==> src/bcrw_pkg.sv <==
// Shared types and constants for the bit cursor read/write buffer.
// Holds the request codes, controller states and the item structs.
// No dependencies.
package bcrw_pkg;

  localparam int CFG_W  = 9;
  localparam int CNT_W  = 12;
  localparam int DATA_W = 8;

  localparam logic [CFG_W-1:0] LEN_RESET = 9'd256;

  typedef enum logic [2:0] {
    REQ_READ      = 3'd0,
    REQ_PEEK      = 3'd1,
    REQ_WRITE     = 3'd2,
    REQ_SEEK_FWD  = 3'd3,
    REQ_SEEK_BACK = 3'd4,
    REQ_REWIND    = 3'd5
  } req_t;

  typedef enum logic [1:0] {
    ST_IDLE,
    ST_B0,
    ST_B1,
    ST_W1
  } state_t;

  typedef struct packed {
    logic [2:0]        req_type;
    logic [CNT_W-1:0]  bit_count;
    logic [DATA_W-1:0] write_data;
  } in_item_t;

  typedef struct packed {
    logic [DATA_W-1:0] read_data;
    logic [CNT_W-1:0]  bits_done;
    logic              more_left;
  } out_item_t;

endpackage

==> src/bit_cursor_read_write_buffer_core.sv <==
// Top level of the bit cursor read/write buffer: byte store, cursor and controller.
// Depends on bcrw_pkg for request codes, states and item structs.
//
// Channel | Ports                          | Handshake
// --------+--------------------------------+-------------------------------------
// input   | start, busy, in_item           | beat taken when start && !busy
// result  | out_valid, out_item            | one-cycle strobe, cannot be stalled
// config  | cfg_valid, cfg_ready, cfg_data | write when cfg_valid && cfg_ready
//
// Seek, rewind and refused accesses: result the cycle after the beat, next beat at once.
// An access inside one byte steps through ST_B0, a read over two bytes ST_B0 and ST_B1,
// a write over two bytes ST_B0, ST_B1 and ST_W1; the store's single port sets the steps.
// Reset clears the cursor and sets the length to 256; the store itself is not cleared.
// Result beats cannot be stalled; busy holds off the next input beat.
module bit_cursor_read_write_buffer_core #(
  parameter int STORE_BYTES = 256
) (
  input  logic                         clk,
  input  logic                         rst_n,
  input  logic                         start,
  output logic                         busy,
  input  bcrw_pkg::in_item_t           in_item,
  output logic                         out_valid,
  output bcrw_pkg::out_item_t          out_item,
  input  logic                         cfg_valid,
  output logic                         cfg_ready,
  input  logic [bcrw_pkg::CFG_W-1:0]   cfg_data
);

  localparam int ADDR_W  = (STORE_BYTES > 1) ? $clog2(STORE_BYTES) : 1;
  localparam int MAX_LEN = (STORE_BYTES < 511) ? STORE_BYTES : 511;
  localparam int LEN_W   = $clog2(MAX_LEN + 1);
  localparam int CUR_W   = LEN_W + 3;
  localparam int SK_W    = ((CUR_W > bcrw_pkg::CNT_W) ? CUR_W : bcrw_pkg::CNT_W) + 1;

  bcrw_pkg::state_t          state_r, state_nxt;
  logic [CUR_W-1:0]          cur_r, cur_nxt;
  logic [bcrw_pkg::CFG_W-1:0] len_r;
  logic [LEN_W-1:0]          eff_len;

  logic [2:0]                req_r, req_nxt;
  logic [2:0]                off_r, off_nxt;
  logic [3:0]                total_r, total_nxt;
  logic                      two_r, two_nxt;
  logic [ADDR_W-1:0]         addr_r, addr_nxt;
  logic [7:0]                wdata_r, wdata_nxt;
  logic [7:0]                data0_r, data0_nxt;

  logic                      out_valid_r, out_valid_nxt;
  bcrw_pkg::out_item_t       out_item_r, out_item_nxt;

  logic [7:0]                store_mem [STORE_BYTES];
  logic [7:0]                rd_data_r;
  logic [ADDR_W-1:0]         mem_addr;
  logic                      mem_we;
  logic [7:0]                mem_wd;

  // Decode of the incoming beat against the current cursor.
  logic [LEN_W-1:0]          byte_idx;
  logic [2:0]                off;
  logic [bcrw_pkg::CNT_W-1:0] cnt;
  logic [3:0]                n, first, total;
  logic                      is_rd, is_wr, two, xfer_ok;
  logic [CUR_W-1:0]          len_bits;
  logic [SK_W-1:0]           fwd_sum, back_dif;
  logic                      fwd_ok, back_ok;

  // Window over the one or two bytes of an access in flight.
  logic [15:0]               win, mask16, merged;
  logic [7:0]                rd_bits;

  assign busy      = (state_r != bcrw_pkg::ST_IDLE);
  assign cfg_ready = !busy;
  assign out_valid = out_valid_r;
  assign out_item  = out_item_r;

  always_comb begin
    if (32'(len_r) > STORE_BYTES) eff_len = LEN_W'(STORE_BYTES);
    else eff_len = LEN_W'(len_r);
  end

  always_comb begin
    byte_idx = cur_r[CUR_W-1:3];
    off      = cur_r[2:0];
    cnt      = in_item.bit_count;
    is_rd    = (in_item.req_type == bcrw_pkg::REQ_READ) ||
               (in_item.req_type == bcrw_pkg::REQ_PEEK);
    is_wr    = (in_item.req_type == bcrw_pkg::REQ_WRITE);
    if (cnt > bcrw_pkg::CNT_W'(8)) n = 4'd8;
    else n = cnt[3:0];
    first    = 4'd8 - {1'b0, off};
    two      = (({1'b0, byte_idx} + (LEN_W+1)'(1)) < {1'b0, eff_len}) && (n > first);
    if (two) total = n;
    else if (n < first) total = n;
    else total = first;
    xfer_ok  = (is_wr || (is_rd && (cnt <= bcrw_pkg::CNT_W'(8)))) &&
               (n != 4'd0) && (byte_idx < eff_len);
    len_bits = {eff_len, 3'b000};
    fwd_sum  = SK_W'(cur_r) + SK_W'(cnt);
    fwd_ok   = fwd_sum <= SK_W'(len_bits);
    back_dif = SK_W'(cur_r) - SK_W'(cnt);
    back_ok  = (SK_W'(cnt) <= SK_W'(cur_r)) && (back_dif <= SK_W'(len_bits));
  end

  always_comb begin
    if (state_r == bcrw_pkg::ST_B1) win = {rd_data_r, data0_r};
    else win = {8'h00, rd_data_r};
    mask16  = 16'((16'd1 << total_r) - 16'd1) << off_r;
    merged  = (win & ~mask16) | ((16'(wdata_r) << off_r) & mask16);
    rd_bits = 8'((win & mask16) >> off_r);
  end

  always_comb begin
    state_nxt     = state_r;
    cur_nxt       = cur_r;
    req_nxt       = req_r;
    off_nxt       = off_r;
    total_nxt     = total_r;
    two_nxt       = two_r;
    addr_nxt      = addr_r;
    wdata_nxt     = wdata_r;
    data0_nxt     = data0_r;
    out_valid_nxt = 1'b0;
    out_item_nxt  = '0;
    mem_addr      = addr_r;
    mem_we        = 1'b0;
    mem_wd        = merged[7:0];

    case (state_r)
      bcrw_pkg::ST_IDLE: begin
        // The first byte is fetched on the accepting edge itself.
        mem_addr = ADDR_W'(byte_idx);
        if (start) begin
          case (in_item.req_type)
            bcrw_pkg::REQ_READ, bcrw_pkg::REQ_PEEK, bcrw_pkg::REQ_WRITE: begin
              if (xfer_ok) begin
                req_nxt   = in_item.req_type;
                off_nxt   = off;
                total_nxt = total;
                two_nxt   = two;
                addr_nxt  = ADDR_W'(byte_idx);
                wdata_nxt = in_item.write_data;
                state_nxt = bcrw_pkg::ST_B0;
              end else begin
                out_valid_nxt = 1'b1;
              end
            end
            bcrw_pkg::REQ_SEEK_FWD: begin
              out_valid_nxt = 1'b1;
              if (fwd_ok) begin
                cur_nxt                = CUR_W'(fwd_sum);
                out_item_nxt.bits_done = cnt;
              end
            end
            bcrw_pkg::REQ_SEEK_BACK: begin
              out_valid_nxt = 1'b1;
              if (back_ok) begin
                cur_nxt                = CUR_W'(back_dif);
                out_item_nxt.bits_done = cnt;
              end
            end
            bcrw_pkg::REQ_REWIND: begin
              out_valid_nxt = 1'b1;
              cur_nxt       = '0;
            end
            default: begin
              out_valid_nxt = 1'b1;
            end
          endcase
        end
      end
      bcrw_pkg::ST_B0: begin
        if (two_r) begin
          data0_nxt = rd_data_r;
          mem_addr  = addr_r + ADDR_W'(1);
          state_nxt = bcrw_pkg::ST_B1;
        end else begin
          if (req_r == bcrw_pkg::REQ_WRITE) begin
            mem_we = 1'b1;
          end
          out_valid_nxt = 1'b1;
          state_nxt     = bcrw_pkg::ST_IDLE;
        end
      end
      bcrw_pkg::ST_B1: begin
        if (req_r == bcrw_pkg::REQ_WRITE) begin
          mem_we    = 1'b1;
          data0_nxt = merged[15:8];
          state_nxt = bcrw_pkg::ST_W1;
        end else begin
          out_valid_nxt = 1'b1;
          state_nxt     = bcrw_pkg::ST_IDLE;
        end
      end
      bcrw_pkg::ST_W1: begin
        mem_we        = 1'b1;
        mem_addr      = addr_r + ADDR_W'(1);
        mem_wd        = data0_r;
        out_valid_nxt = 1'b1;
        state_nxt     = bcrw_pkg::ST_IDLE;
      end
      default: begin
        state_nxt = bcrw_pkg::ST_IDLE;
      end
    endcase

    // A finishing access reports its bit count and moves the cursor, except for a peek.
    if (out_valid_nxt && (state_r != bcrw_pkg::ST_IDLE)) begin
      out_item_nxt.bits_done = bcrw_pkg::CNT_W'(total_r);
      if (req_r != bcrw_pkg::REQ_WRITE) out_item_nxt.read_data = rd_bits;
      if (req_r != bcrw_pkg::REQ_PEEK) cur_nxt = cur_r + CUR_W'(total_r);
    end
    out_item_nxt.more_left = (cur_nxt[CUR_W-1:3] < eff_len);
  end

  always_ff @(posedge clk) begin
    if (mem_we) store_mem[mem_addr] <= mem_wd;
    rd_data_r <= store_mem[mem_addr];
  end

  always_ff @(posedge clk) begin
    if (!rst_n) begin
      state_r     <= bcrw_pkg::ST_IDLE;
      cur_r       <= '0;
      len_r       <= bcrw_pkg::LEN_RESET;
      out_valid_r <= 1'b0;
    end else begin
      state_r     <= state_nxt;
      cur_r       <= cur_nxt;
      out_valid_r <= out_valid_nxt;
      if (cfg_valid && cfg_ready) len_r <= cfg_data;
    end
  end

  always_ff @(posedge clk) begin
    req_r      <= req_nxt;
    off_r      <= off_nxt;
    total_r    <= total_nxt;
    two_r      <= two_nxt;
    addr_r     <= addr_nxt;
    wdata_r    <= wdata_nxt;
    data0_r    <= data0_nxt;
    out_item_r <= out_item_nxt;
  end

endmodule

==> config.mk <==
export PLATFORM = sky130hd
export DESIGN_NAME = bit_cursor_read_write_buffer_core
export DESIGN_NICKNAME = d
export VERILOG_FILES = /design/src/bcrw_pkg.sv /design/src/bit_cursor_read_write_buffer_core.sv
export SDC_FILE = /design/constraint.sdc
export NUM_CORES = 2
export LEC_CHECK = 0
export BUFFER_PORTS_ARGS = -buffer_cell sky130_fd_sc_hd__buf_2
export CAP_MARGIN = 20
export CORE_MARGIN = 10
export CORE_UTILIZATION = 55
export CTS_BUF_LIST = sky130_fd_sc_hd__clkbuf_8 sky130_fd_sc_hd__clkbuf_16
export DETAILED_ROUTE_END_ITERATION = 8
export PLACE_DENSITY_LB_ADDON = 0.2
export SYNTH_ARGS = -nofsm -noshare
export SYNTH_HDL_FRONTEND = slang
export SYNTH_SLANG_ARGS = --single-unit
==> constraint.sdc <==
create_clock -name clk -period 16.4 [get_ports clk]
set_input_delay 0.82 -clock clk [delete_from_list [all_inputs] [get_ports clk]]
set_output_delay 0.82 -clock clk [all_outputs]
set_load 0.02 [all_outputs]
Yosys cells after proc, flatten, opt, wreduce, memory -nomap -nowiden

Memory sizes are Yosys's and may differ from the RTL's. A register that Yosys moved wholly into a read port is not among the register bits.
Cells that the tools add are included.

Flip-flop bits (word level): 80
Memory bits (writable): 2,048
Input bits: 36
Memories: 1

Memories:

| name      | words | width | rd ports | clocked after Yosys merged registers in | wr ports | RTL line                                | text |
|---|---|---|---|---|---|---|---|
| store_mem | 256   | 8     | 1        | 1                                       | 1        | bit_cursor_read_write_buffer_core.sv:52 | `logic [7:0] store_mem [STORE_BYTES];` |

Add/subtract/negate cells: 7
Order comparisons: 11
Eq/ne operators: 16
Shifts and indexed selects: 4
Muxes and demuxes: 41
Bitwise operators: 7
Reductions and logical operators: 21

Operator list:

| operator                                                                         | number |
|---|---|
| 12-bit 2-to-1 mux                                                                | 8 |
| 16-bit AND                                                                       | 3 |
| 12-bit case mux with 3 select lines                                              | 1 |
| 8-bit 2-to-1 mux                                                                 | 4 |
| 13-bit by 12-bit <= comparator with 1-bit output                                 | 2 |
| 4-bit 2-to-1 mux                                                                 | 6 |
| 12-bit case mux with 2 select lines                                              | 1 |
| 8-bit case mux with 3 select lines                                               | 1 |
| 9-bit less-than comparator                                                       | 2 |
| 16-bit 2-to-1 mux                                                                | 1 |
| 16-bit inverter                                                                  | 1 |
| 16-bit bitwise OR                                                                | 1 |
| 8-bit case mux with 2 select lines                                               | 1 |
| 1-bit by 4-bit left shift with 16-bit output, first input constant               | 1 |
| 16-bit by 3-bit left shift with 16-bit output                                    | 1 |
| 8-bit by 3-bit left shift with 16-bit output                                     | 1 |
| 16-bit by 3-bit >> shifter with 8-bit output                                     | 1 |
| 16-bit by 1-bit subtractor with 16-bit output, second input constant             | 1 |
| 12-bit by 12-bit adder with 13-bit output                                        | 1 |
| 12-bit by 12-bit subtractor with 13-bit output                                   | 1 |
| 12-bit by 4-bit adder with 12-bit output                                         | 1 |
| 12-bit by 4-bit greater-than comparator with 1-bit output, second input constant | 1 |
| 12-bit <= comparator                                                             | 1 |
| 12-bit by 4-bit <= comparator with 1-bit output, second input constant           | 1 |
| other kinds (34)                                                                 | 64 |

Longest topological paths before layout

Depth after elaboration: 13
Gate-level depth with buffers: 31
Mapped depth without buffers: 30

Worst setup path after synthesis

OpenSTA, ideal clock, no wires.

Path type: reg2reg
Start: reg total_r[1]
End: mem store_mem[0][4] (data pin)
Arrival: 12.713 ns
Required time: 14.213 ns
Path slack: 1.501 ns
Cell stages (with the launch flop): 14
Cells stage by stage: edfxtp_1 > clkbuf_1 > or2_2 > nor3_1 > inv_1 > ha_1 > clkbuf_1 > buf_1 > o21ai_0 > o211ai_1 > mux2i_1 > a2bb2oi_1 > a21oi_1 > o21ai_0

Longest elaborated chain between the ends: 7

Ends and longest elaborated chain:

| item                                            | RTL line                                 | text |
|---|---|---|
| start: declaration                              | bit_cursor_read_write_buffer_core.sv:43  | `logic [3:0] total_r, total_nxt;` |
| start signal: assignment                        | bit_cursor_read_write_buffer_core.sv:238 | `total_r <= total_nxt;` |
| 1-bit by 4-bit left shift with 16-bit output *  | bit_cursor_read_write_buffer_core.sv:108 | `mask16 = 16'((16'd1 << total_r) - 16'd1) << off_r;` |
| 16-bit by 1-bit subtractor with 16-bit output * | bit_cursor_read_write_buffer_core.sv:108 |  |
| 16-bit by 3-bit left shift with 16-bit output * | bit_cursor_read_write_buffer_core.sv:108 |  |
| 16-bit inverter                                 | bit_cursor_read_write_buffer_core.sv:109 | `merged = (win & ~mask16) \| ((16'(wdata_r) << off_r) & mask16);` |
| 16-bit AND                                      | bit_cursor_read_write_buffer_core.sv:109 |  |
| 16-bit bitwise OR *                             | bit_cursor_read_write_buffer_core.sv:109 |  |
| 8-bit 2-to-1 mux *                              | bit_cursor_read_write_buffer_core.sv:129 | `case (state_r)` |
| named net mem_wd[4]                             | bit_cursor_read_write_buffer_core.sv:56  | `logic [7:0] mem_wd;` |
| end: declaration                                | bit_cursor_read_write_buffer_core.sv:52  |  |

The timed path passes the listed nets; every way through them passes the cells marked *.

Worst setup path in the final report

Start: reg total_r[2]
End: mem store_mem[113][4] (data pin)

Same word-level chain as after synthesis.

==> impl_metrics.prom <==
# TYPE chip_impl_metric gauge
chip_impl_info{name="outcome",value="finished, final reports clean"} 1
chip_impl_metric{name="port_buffers",unit=""} 59
chip_impl_metric{name="max_freq",unit="MHz"} 144.9
chip_impl_metric{name="post_route_cells_drive_above_1_share",unit="%"} 8.076
chip_impl_info{name="critical-path-top-delay-family",value="buffers and inverters"} 1
chip_impl_metric{name="final-hold-violation-count",unit=""} 0
chip_impl_info{name="cts_tree",value="built"} 1
chip_impl_metric{name="post_synth_inst_count",unit=""} 7131
chip_impl_metric{name="ys.warnings.count",unit=""} 0
chip_impl_metric{name="final.fill_count",unit=""} 12280
chip_impl_metric{name="fin_area",unit="sq um"} 98600
chip_impl_metric{name="overflow",unit=""} 0
chip_impl_metric{name="routed-via-count",unit=""} 61460
chip_impl_metric{name="slew_viol_final",unit=""} 0
chip_impl_info{name="synthMostInstantiatedCell",value="edfxtp_1"} 1
chip_impl_metric{name="flow.area_growth_from_synthesis",unit="%"} 10.20
chip_impl_metric{name="clkSlewWorstSetupHoldPaths",unit="ns"} 0.06
chip_impl_metric{name="period_minus_slack",unit="ns"} 6.903
chip_impl_info{name="unrepaired_setup_endpoints_after_global_routing",value="no"} 1
chip_impl_info{name="cp_cell_sequence",value="or2_2 -> nor3_1 -> inv_1 -> ha_1 -> nor3_1 -> mux2i_1 -> o211ai_1 -> mux2i_1 -> a2bb2oi_1 -> nor2_1 -> a21oi_1 -> o21ai_4 -> buf_4 -> buf_4 -> buf_4"} 1
chip_impl_metric{name="floorplan.rows",unit=""} 147
chip_impl_info{name="startpoint_type_of_the_worst_setup_path",value="register"} 1
chip_impl_metric{name="post-layout-total-power",unit="mW"} 11.76
chip_impl_metric{name="top_area_cell_type_share_of_the_netlist_area",unit="%"} 69.91
chip_impl_metric{name="die_width",unit="um"} 423.3
chip_impl_metric{name="synth_cell_type_count",unit=""} 90
chip_impl_info{name="cell_type_with_the_highest_aggregate_area_in_the_netlist",value="edfxtp_1"} 1
chip_impl_metric{name="detailedPlacementHpwl",unit="mm"} 169.1
chip_impl_metric{name="final.period_utilization",unit="%"} 42.09
chip_impl_metric{name="cts_inserted_buffers",unit=""} 212
chip_impl_metric{name="drc",unit=""} 0
chip_impl_info{name="reg2reg_to",value="store_mem[113][4]$_DFFE_PP_"} 1
chip_impl_info{name="min_path_type",value="primary input to register"} 1
chip_impl_metric{name="grt_antenna_before_repair",unit=""} 13
chip_impl_metric{name="setup_tns",unit="ns"} 0
chip_impl_metric{name="die_h",unit="um"} 423.3
chip_impl_metric{name="cts_hold_buf",unit=""} 0
chip_impl_info{name="crit_type",value="register to register"} 1
chip_impl_info{name="most_used_flip_flop_cell_after_synthesis",value="edfxtp_1"} 1
chip_impl_info{name="end_kind",value="register"} 1
chip_impl_metric{name="initial_core_util",unit="%"} 55.53
chip_impl_metric{name="slew_headroom",unit="%"} 11.63
chip_impl_metric{name="worstPathArrival",unit="ns"} 7.44
chip_impl_metric{name="top_level_ports",unit=""} 60
chip_impl_metric{name="first_iter_violations",unit=""} 10070
chip_impl_metric{name="worst-endpoint-required",unit="ns"} 16.94
chip_impl_metric{name="yosys_register_bits",unit=""} 2136
chip_impl_metric{name="post_cts_buffers",unit=""} 0
chip_impl_metric{name="avgSynthCellArea",unit="sq um"} 12.55
chip_impl_metric{name="setup_ws",unit="ns"} 9.497
chip_impl_metric{name="yosysSeqAreaShare",unit="%"} 71.10
chip_impl_metric{name="routabilityCongestion",unit=""} 0.9394
chip_impl_metric{name="cp_num_buf_inv",unit=""} 4
chip_impl_metric{name="wire_per_inst",unit="um"} 29.95
chip_impl_metric{name="fin_worst_skew",unit="ns"} 0.06672
chip_impl_info{name="startpoint",value="total_r[2]$_DFFE_PP_"} 1
chip_impl_metric{name="drtPass1Iterations",unit=""} 7
chip_impl_info{name="cts.root.buffer_cell",value="clkbuf_16"} 1
chip_impl_metric{name="postSynthNetCount",unit=""} 7248
chip_impl_metric{name="grt.total_usage",unit="%"} 30.54
chip_impl_metric{name="grt_pass1_vias",unit=""} 56980
chip_impl_metric{name="maxCapViolCount",unit=""} 0
chip_impl_metric{name="critical-path-max-stage-delay",unit="ns"} 0.84
chip_impl_metric{name="worstSkewPairLatency",unit="ns"} 0.87
chip_impl_metric{name="cts_resized",unit=""} 0
chip_impl_metric{name="worstMarginPinSlew",unit="ns"} 1.326
chip_impl_metric{name="core_region_area",unit="sq um"} 161100
chip_impl_metric{name="report.final.setup_viol",unit=""} 0
chip_impl_metric{name="number_of_enable_type_register_cells_in_the_synthesized_netlist",unit=""} 2083
chip_impl_info{name="slowest_stage",value="buf_4"} 1
chip_impl_metric{name="asyncSetResetFlopFracSynth",unit="%"} 0
chip_impl_metric{name="finish.cell_count_without_fillers",unit=""} 9431
chip_impl_metric{name="finalHoldWorstSlack",unit="ns"} 0.1441
chip_impl_info{name="synth_common_cells",value="2083 x edfxtp_1, 1885 x nand2_1, 648 x nand3_1"} 1
chip_impl_info{name="rr_startpoint",value="total_r[2]$_DFFE_PP_"} 1
chip_impl_metric{name="synth.cell_area",unit="sq um"} 89470
chip_impl_metric{name="cts_num_sinks",unit=""} 2136
chip_impl_metric{name="critical_path.max_fanout",unit=""} 87
chip_impl_metric{name="detailedPlace.worstSlack",unit="ns"} 9.666
chip_impl_metric{name="drt-total-wl",unit="mm"} 282.4
chip_impl_metric{name="power.ir.vdd_worst",unit="mV"} 0.1258
chip_impl_metric{name="power_per_cell_area",unit="nW/um^2"} 119.3
chip_impl_metric{name="placed_area",unit="sq um"} 91710
chip_impl_metric{name="clock_tree.buffer_depth",unit=""} 3
chip_impl_metric{name="hold-path-cell-count",unit=""} 1
chip_impl_metric{name="final_net_count",unit=""} 7208
chip_impl_metric{name="placed_cells_incl_taps",unit=""} 9033
chip_impl_metric{name="cts_htree_levels",unit=""} 4
chip_impl_metric{name="cellLeakagePower",unit="nW"} 33.89
chip_impl_info{name="synth_top_cells_by_area",value="edfxtp_1 70%, nand2_1 7.9%, nand3_1 3.6%, nor2_1 1.6%, mux2i_1 1.4%"} 1
chip_impl_metric{name="final_util",unit="%"} 61.20
chip_impl_info{name="critPathMostFrequentCell",value="buf_4"} 1
chip_impl_metric{name="grt_max_degree",unit=""} 217
chip_impl_metric{name="ff2ff_setup_slack",unit="ns"} 9.50
chip_impl_metric{name="floorplan.die_area",unit="sq um"} 179200
chip_impl_metric{name="drt.antenna.violating_nets",unit=""} 0
chip_impl_metric{name="vias_per_cell",unit=""} 6.517
chip_impl_info{name="critical_path.endpoint",value="store_mem[113][4]$_DFFE_PP_"} 1
chip_impl_metric{name="timing.critical_path.depth",unit=""} 15
chip_impl_metric{name="worst-r2r-cell-count",unit=""} 15
chip_impl_metric{name="grt_pass1_wl",unit="mm"} 403.3
==> flip-flops by register name (all words and copies together) (netlist names) <==
register	cells
off_r	3
wdata_r	8
store_mem	2048
out_item	21
addr_r	8
state_r	2
rd_data_r	8
out_valid	1
data0_r	8
two_r	1
cur_r	12
req_r	3
len_r	9
total_r	4
==> power breakdown <==
part,internal [mW],switching [mW],total [mW]
Combinational,0.157,0.635,0.792
Clock,2.65,2.10,4.76
Sequential,6.19,0.0261,6.21
Total,9.00,2.77,11.8
==> kinds of logic after synthesis <==
kind of cell               Yosys count  synth area share [%]
AOI/OAI and AO/OA                  838                 6.632
xor gates and xnor gates            27                0.2727
adders and majority gates           81                 1.158
buffers and inverters              510                 2.685
DFF                               2136                 71.10
muxes                              138                 1.614
and+or+nand+nor                   3401                 16.54
==> area by class of cell <==
class	count	area (sq um)	area share (%)
clock buffer	217	5385	5.462
sequential	2136	63610	64.52
antenna	3	7.507	0.007614
clock inverter	174	1434	1.454
tap	2160	2703	2.741
multi-input combinational	4485	23670	24.00
inverter	44	165.2	0.1675
timing repair buffer	212	1625	1.648
==> routing by layer <==
layer / share of wire, % / track usage [%] / up-vias
li1: - / - / 26320
met1: 37 / 40.87 / 30190
met2: 44 / 45.55 / 4164
met3: 13 / 8.301 / 778
met4: 6.1 / 16.42 / 8
met5: 0.068 / 0 / -
==> how the worst min path moves through the flow <==
stage / from / to / slack, ns
2_1_floorplan: len_r[1]$_SDFFE_PN0P_ / len_r[1]$_SDFFE_PN0P_ / 0.44
3_3_place_gp: len_r[4]$_SDFFE_PN0P_ / len_r[4]$_SDFFE_PN0P_ / 0.46
3_5_place_dp: len_r[7]$_SDFFE_PN0P_ / len_r[7]$_SDFFE_PN0P_ / 0.46
4_1_cts: in_item[1] / wdata_r[1]$_DFFE_PP_ / 0.08
5_1_grt: in_item[1] / wdata_r[1]$_DFFE_PP_ / 0.12
6_report: in_item[1] / wdata_r[1]$_DFFE_PP_ / 0.14
==> placed cells by master (no fill, tap or decap), types with 10 or more instances in the layout <==
cell type	count
nor4_1	13
o21ai_0	98
a21oi_1	115
and2_1	17
o21a_1	12
a21o_1	17
buf_4	137
bufinv_16	17
inv_1	86
a31oi_1	141
nand2b_1	16
clkinv_2	36
a22oi_1	23
edfxtp_1	2083
mux2i_1	124
nand4_1	126
xnor2_1	19
or2_2	10
dfxtp_1	52
or3_1	15
buf_12	12
and3_1	163
nor2_1	363
nor2_2	11
a311oi_1	107
buf_2	59
nand2_1	1881
ha_1	78
o211ai_1	23
o22ai_1	34
a21boi_0	11
nor2b_1	31
nand3_1	648
mux2_2	10
a32oi_1	81
clkinv_1	52
nor3_1	65
a211oi_1	61
clkbuf_16	213
Power figures use the tool's default switching activity.
